## src/hdl/ffha_ram.sv

```systemverilog
`timescale 1ns / 1ps
`default_nettype none

module ffha_ram #(
   parameter int WIDTH = 8,
   parameter int DEPTH = 16
) (
   input  wire logic                     clock,
   input  wire logic                     wr_en,
   input  wire logic [$clog2(DEPTH)-1:0] wr_addr,
   input  wire logic [WIDTH-1:0]         wr_data,
   input  wire logic                     rd_en,
   input  wire logic [$clog2(DEPTH)-1:0] rd_addr,
   output logic      [WIDTH-1:0]         rd_data
);

   logic [WIDTH-1:0] mem_ff [DEPTH];
   logic [WIDTH-1:0] rd_data_ff;

   always_ff @(posedge clock) begin
      if (wr_en) begin
         mem_ff[wr_addr] <= wr_data;
      end
      if (rd_en) begin
         rd_data_ff <= mem_ff[rd_addr];
      end
   end

   assign rd_data = rd_data_ff;

endmodule

`default_nettype wire

```

## config.mk

```make
export PLATFORM = sky130hd
export DESIGN_NAME = ffha_ram
export DESIGN_NICKNAME = d
export VERILOG_FILES = /design/src/hdl/ffha_ram.sv
export SDC_FILE = /design/constraint.sdc
export NUM_CORES = 1
export LEC_CHECK = 0
export ABC_AREA = 1
export BUFFER_PORTS_ARGS = -buffer_cell sky130_fd_sc_hd__clkbuf_2
export CORE_AREA = 3 3 185 115
export CTS_BUF_LIST = sky130_fd_sc_hd__clkbuf_8 sky130_fd_sc_hd__clkbuf_16
export DETAILED_ROUTE_END_ITERATION = 6
export DIE_AREA = 0 0 188 118
export GPL_TIMING_DRIVEN = 0
export PLACE_DENSITY = 0.45
export SYNTH_ARGS = -nofsm -noshare
export SYNTH_HDL_FRONTEND = slang
export SYNTH_SLANG_ARGS = --single-unit
```

## constraint.sdc

```tcl
create_clock -name clock -period 2.2 [get_ports clock]
set_clock_uncertainty 0.1 [all_clocks]
set_input_delay 0.11 -clock clock [delete_from_list [all_inputs] [get_ports clock]]
set_output_delay 0.11 -clock clock [all_outputs]
set_load 0.03 [all_outputs]
```

After elaboration in Yosys (flattened, before gate mapping) --
Memory sizes are Yosys's and may differ from the RTL's. A register that Yosys moved wholly into a read port is not among the register bits. Index checks and enable logic that the tools add are counted. Widths: inputs -> output; s select.
Storage, ports and cells: register bits 0, RAM bits 128, input bits 19, output and inout port bits 8, memories 1
Memory list:
- mem_ff | words 16, width 8, read ports 1, clocked after memory_dff 1, write ports 1, RTL line 17 | logic [WIDTH-1:0] mem_ff [DEPTH];
Operators by class: mux-type cells 2
Operator list (count):
- $mux 1 | 2

Longest topological paths before layout --
word-level depth 2, mapped depth 8

Worst setup path after synthesis --
No wires, ideal clock.
kind input-to-reg, start point input port wr_addr[2], end point memory mem_ff[10][0], enable pin, library setup time 370 ps, arrival time 691 ps, data required time 1730 ps, path slack 1039 ps, stages on the path 2, path buffers 0, cell sequence nand3b_1 -> nor2_1
RTL lines:
- start: declaration | RTL line 10 | input wire logic [$clog2(DEPTH)-1:0] wr_addr,
- end: declaration | RTL line 17
Straight into the memory's write port.

==> out/results.ini <==
[die]
start_util_pct=29.6
dieArea_um2=22200
die_x_um=188
fp-row-count=40
io_pins=27
core-area_um2=19800
die_h_um=118

[sta]
period_minus_slack_ns=1.30
post-route-period-util_pct=59.0
fmax_mhz=770
hold_viol=0
whs_ns=0.0237
worst_pin_slew_ns=0.909
rsz0062_at_grt=no
finalWorstSetupSlack_ns=0.902
max-slew-margin-rel_pct=39.2
finalSetupViolations=0
drv_slew=0
setup_tns_ns=0

[global_routing]
first_global_vias=3842
grt_pass1_wl_um=24900
grt_max_degree=17
grt_overflow=0
grt_usage_pct=15.7
grt_antenna_before_repair=0

[cts]
postCtsSetupBuffers=0
clk_pin_slew_ns=0.06
cts_resized=0
cts_tree=built
h-tree-depth=4
cts_buffers=17
clk_path_buf_depth=2
clock-root-buffer=clkbuf_16
holdBufCountCts=0
cts.sinks=136
clock_latency_ns=0.42

[critical_path]
end_kind=flop
crit_fanout=1
critPathRequiredTime_ns=2.25
crit_path_start_kind=flop
crit_type=flop to flop
critPathArrivalTime_ns=1.35
worstRegToRegCells=6

[power_and_ir_drop]
power.switching_uw=1470
p_per_area_nw_per_um2=881
clkPwrFrac_pct=44.3
p_leak_uw=0.00289
p_comb_share_pct=7.1
seqPwrFrac_pct=48.6
power.share.switching_pct=24.2
internal-power_uw=4580
ir_drop_uv=515

[routing]
vias=3940
highest_layer=met4
ant_nets=0
drt-vias-per-instance=4.48
drc_errors=0
firstDrtPassIters=5
route.layer.met1.wl_um=8960
route.met2.wl_um=6500
wl_per_cell_um=19.1
drtIter0Drc=472
met3RoutedLength_um=1150
routed_wl_um=16800

[synthesis]
synth.area.top_cells=edfxtp_1 (70%), nand2_1 (11%), nand3_1 (8.3%)
ys_ff_latch=136
seq_area_frac_synth_pct=69.8
synth_fp_nets=570
yosysTopAreaCell=edfxtp_1
synthDominantCellAreaShare_pct=69.8
syn_inst=551
synth.avg_cell_area_um2=10.6
yosys_warnings=0
synth_area_um2=5850
synthDistinctLibCells=11

[flow_run]
drv_cap=0

[place]
dp.cells=847
hpwlAfterDp_um=11500
port_buffers=23
routabilityCongestion=0.898
pre_cts_ws_ns=0.451

[finish]
multi_input_area_um2=1210
synthToLayoutAreaGrowth_pct=17.3
n_antenna_cell=0
drive_above_1_share_pct=12.9
final_cells=879
regArea_um2=4080
fillCellCount=2012
nNetsFinal=612
final_cell_mix=nand2_1 (173), edfxtp_1 (136), inv_1 (100)
final_common_cell=nand2_1

[worst_hold_path]
worstHoldPathCells=1
hold_class=input pin to flop

[outcome]
status=complete, no violations

-- registers in the layout, summed over array words and instances, names as in the netlist --
signal and flops:
mem_ff 128, rd_data 8
-- kinds of logic after synthesis --
logic type | after synthesis | synth area share, %
and+or+nand+nor | 289 | 20.8
DFF | 136 | 69.8
buffers and inverters | 126 | 9.39
-- stage by stage --
stage	total power, uW	utilization, %	cell area, um^2
6_report	6040	34.7	6860
5_1_grt	6240	34.7	6860
4_1_cts	6090	34.7	6860
3_5_place_dp	3410	31.9	6300
3_3_place_gp	3410	31.9	6300
2_1_floorplan	3220	-	5850
-- per-layer routing --
layer | vias up | GRT usage (%)
li1 | 1866 | -
met1 | 1931 | 25.9
met2 | 129 | 20.2
met3 | 14 | 3.36
met4 | 0 | 4.12
met5 | - | 0
-- critical path: stages, from the launching register on --
cell and delay (ns):
edfxtp_1 0.37, inv_1 0.07, nand2_1 0.05, nand3_1 0.12, nand3_1 0.11, nand3_1 0.10, nand2_1 0.11
-- power by group through the flow --
stage               combinational (uW)  sequential [uW]  clock (uW)
finish                             430             2930        2680
global route                       468             2940        2840
CTS                                426             2940        2730
detailed placement                 424             2990           0
floorplan                          205             3010           0
global placement                   421             2990           0
-- worst paths after layout --
path	startpoint	end	slack, ns
worst min register to register	mem_ff[11][1]	rd_data[1]	0.67
worst max-delay path	mem_ff[4][5]	rd_data[5]	0.90
worst max register to register	mem_ff[4][5]	rd_data[5]	0.90
worst min-delay path	rd_en	rd_data[4]	0.02
-- layout make-up --
| type | count | share of cell area [%] |
|---|---|---|
| well taps | 273 | 4.98 |
| flip-flops and latches | 136 | 59.5 |
| clock buffers | 17 | 6.20 |
| clock inverters | 15 | 1.90 |
| repair buffers | 23 | 1.68 |
| inverters | 102 | 5.58 |
| plain buffers | 24 | 2.43 |
| multi-input cells | 289 | 17.7 |
-- cells in the mapped netlist --
library cell,number
buf_2,13
nand2_1,173
inv_2,2
edfxtp_1,136
buf_6,6
buf_4,4
nand3b_1,2
inv_1,100
nor2_1,17
buf_1,1
nand3_1,97
Note: power is estimated with default switching activity, not from simulation.
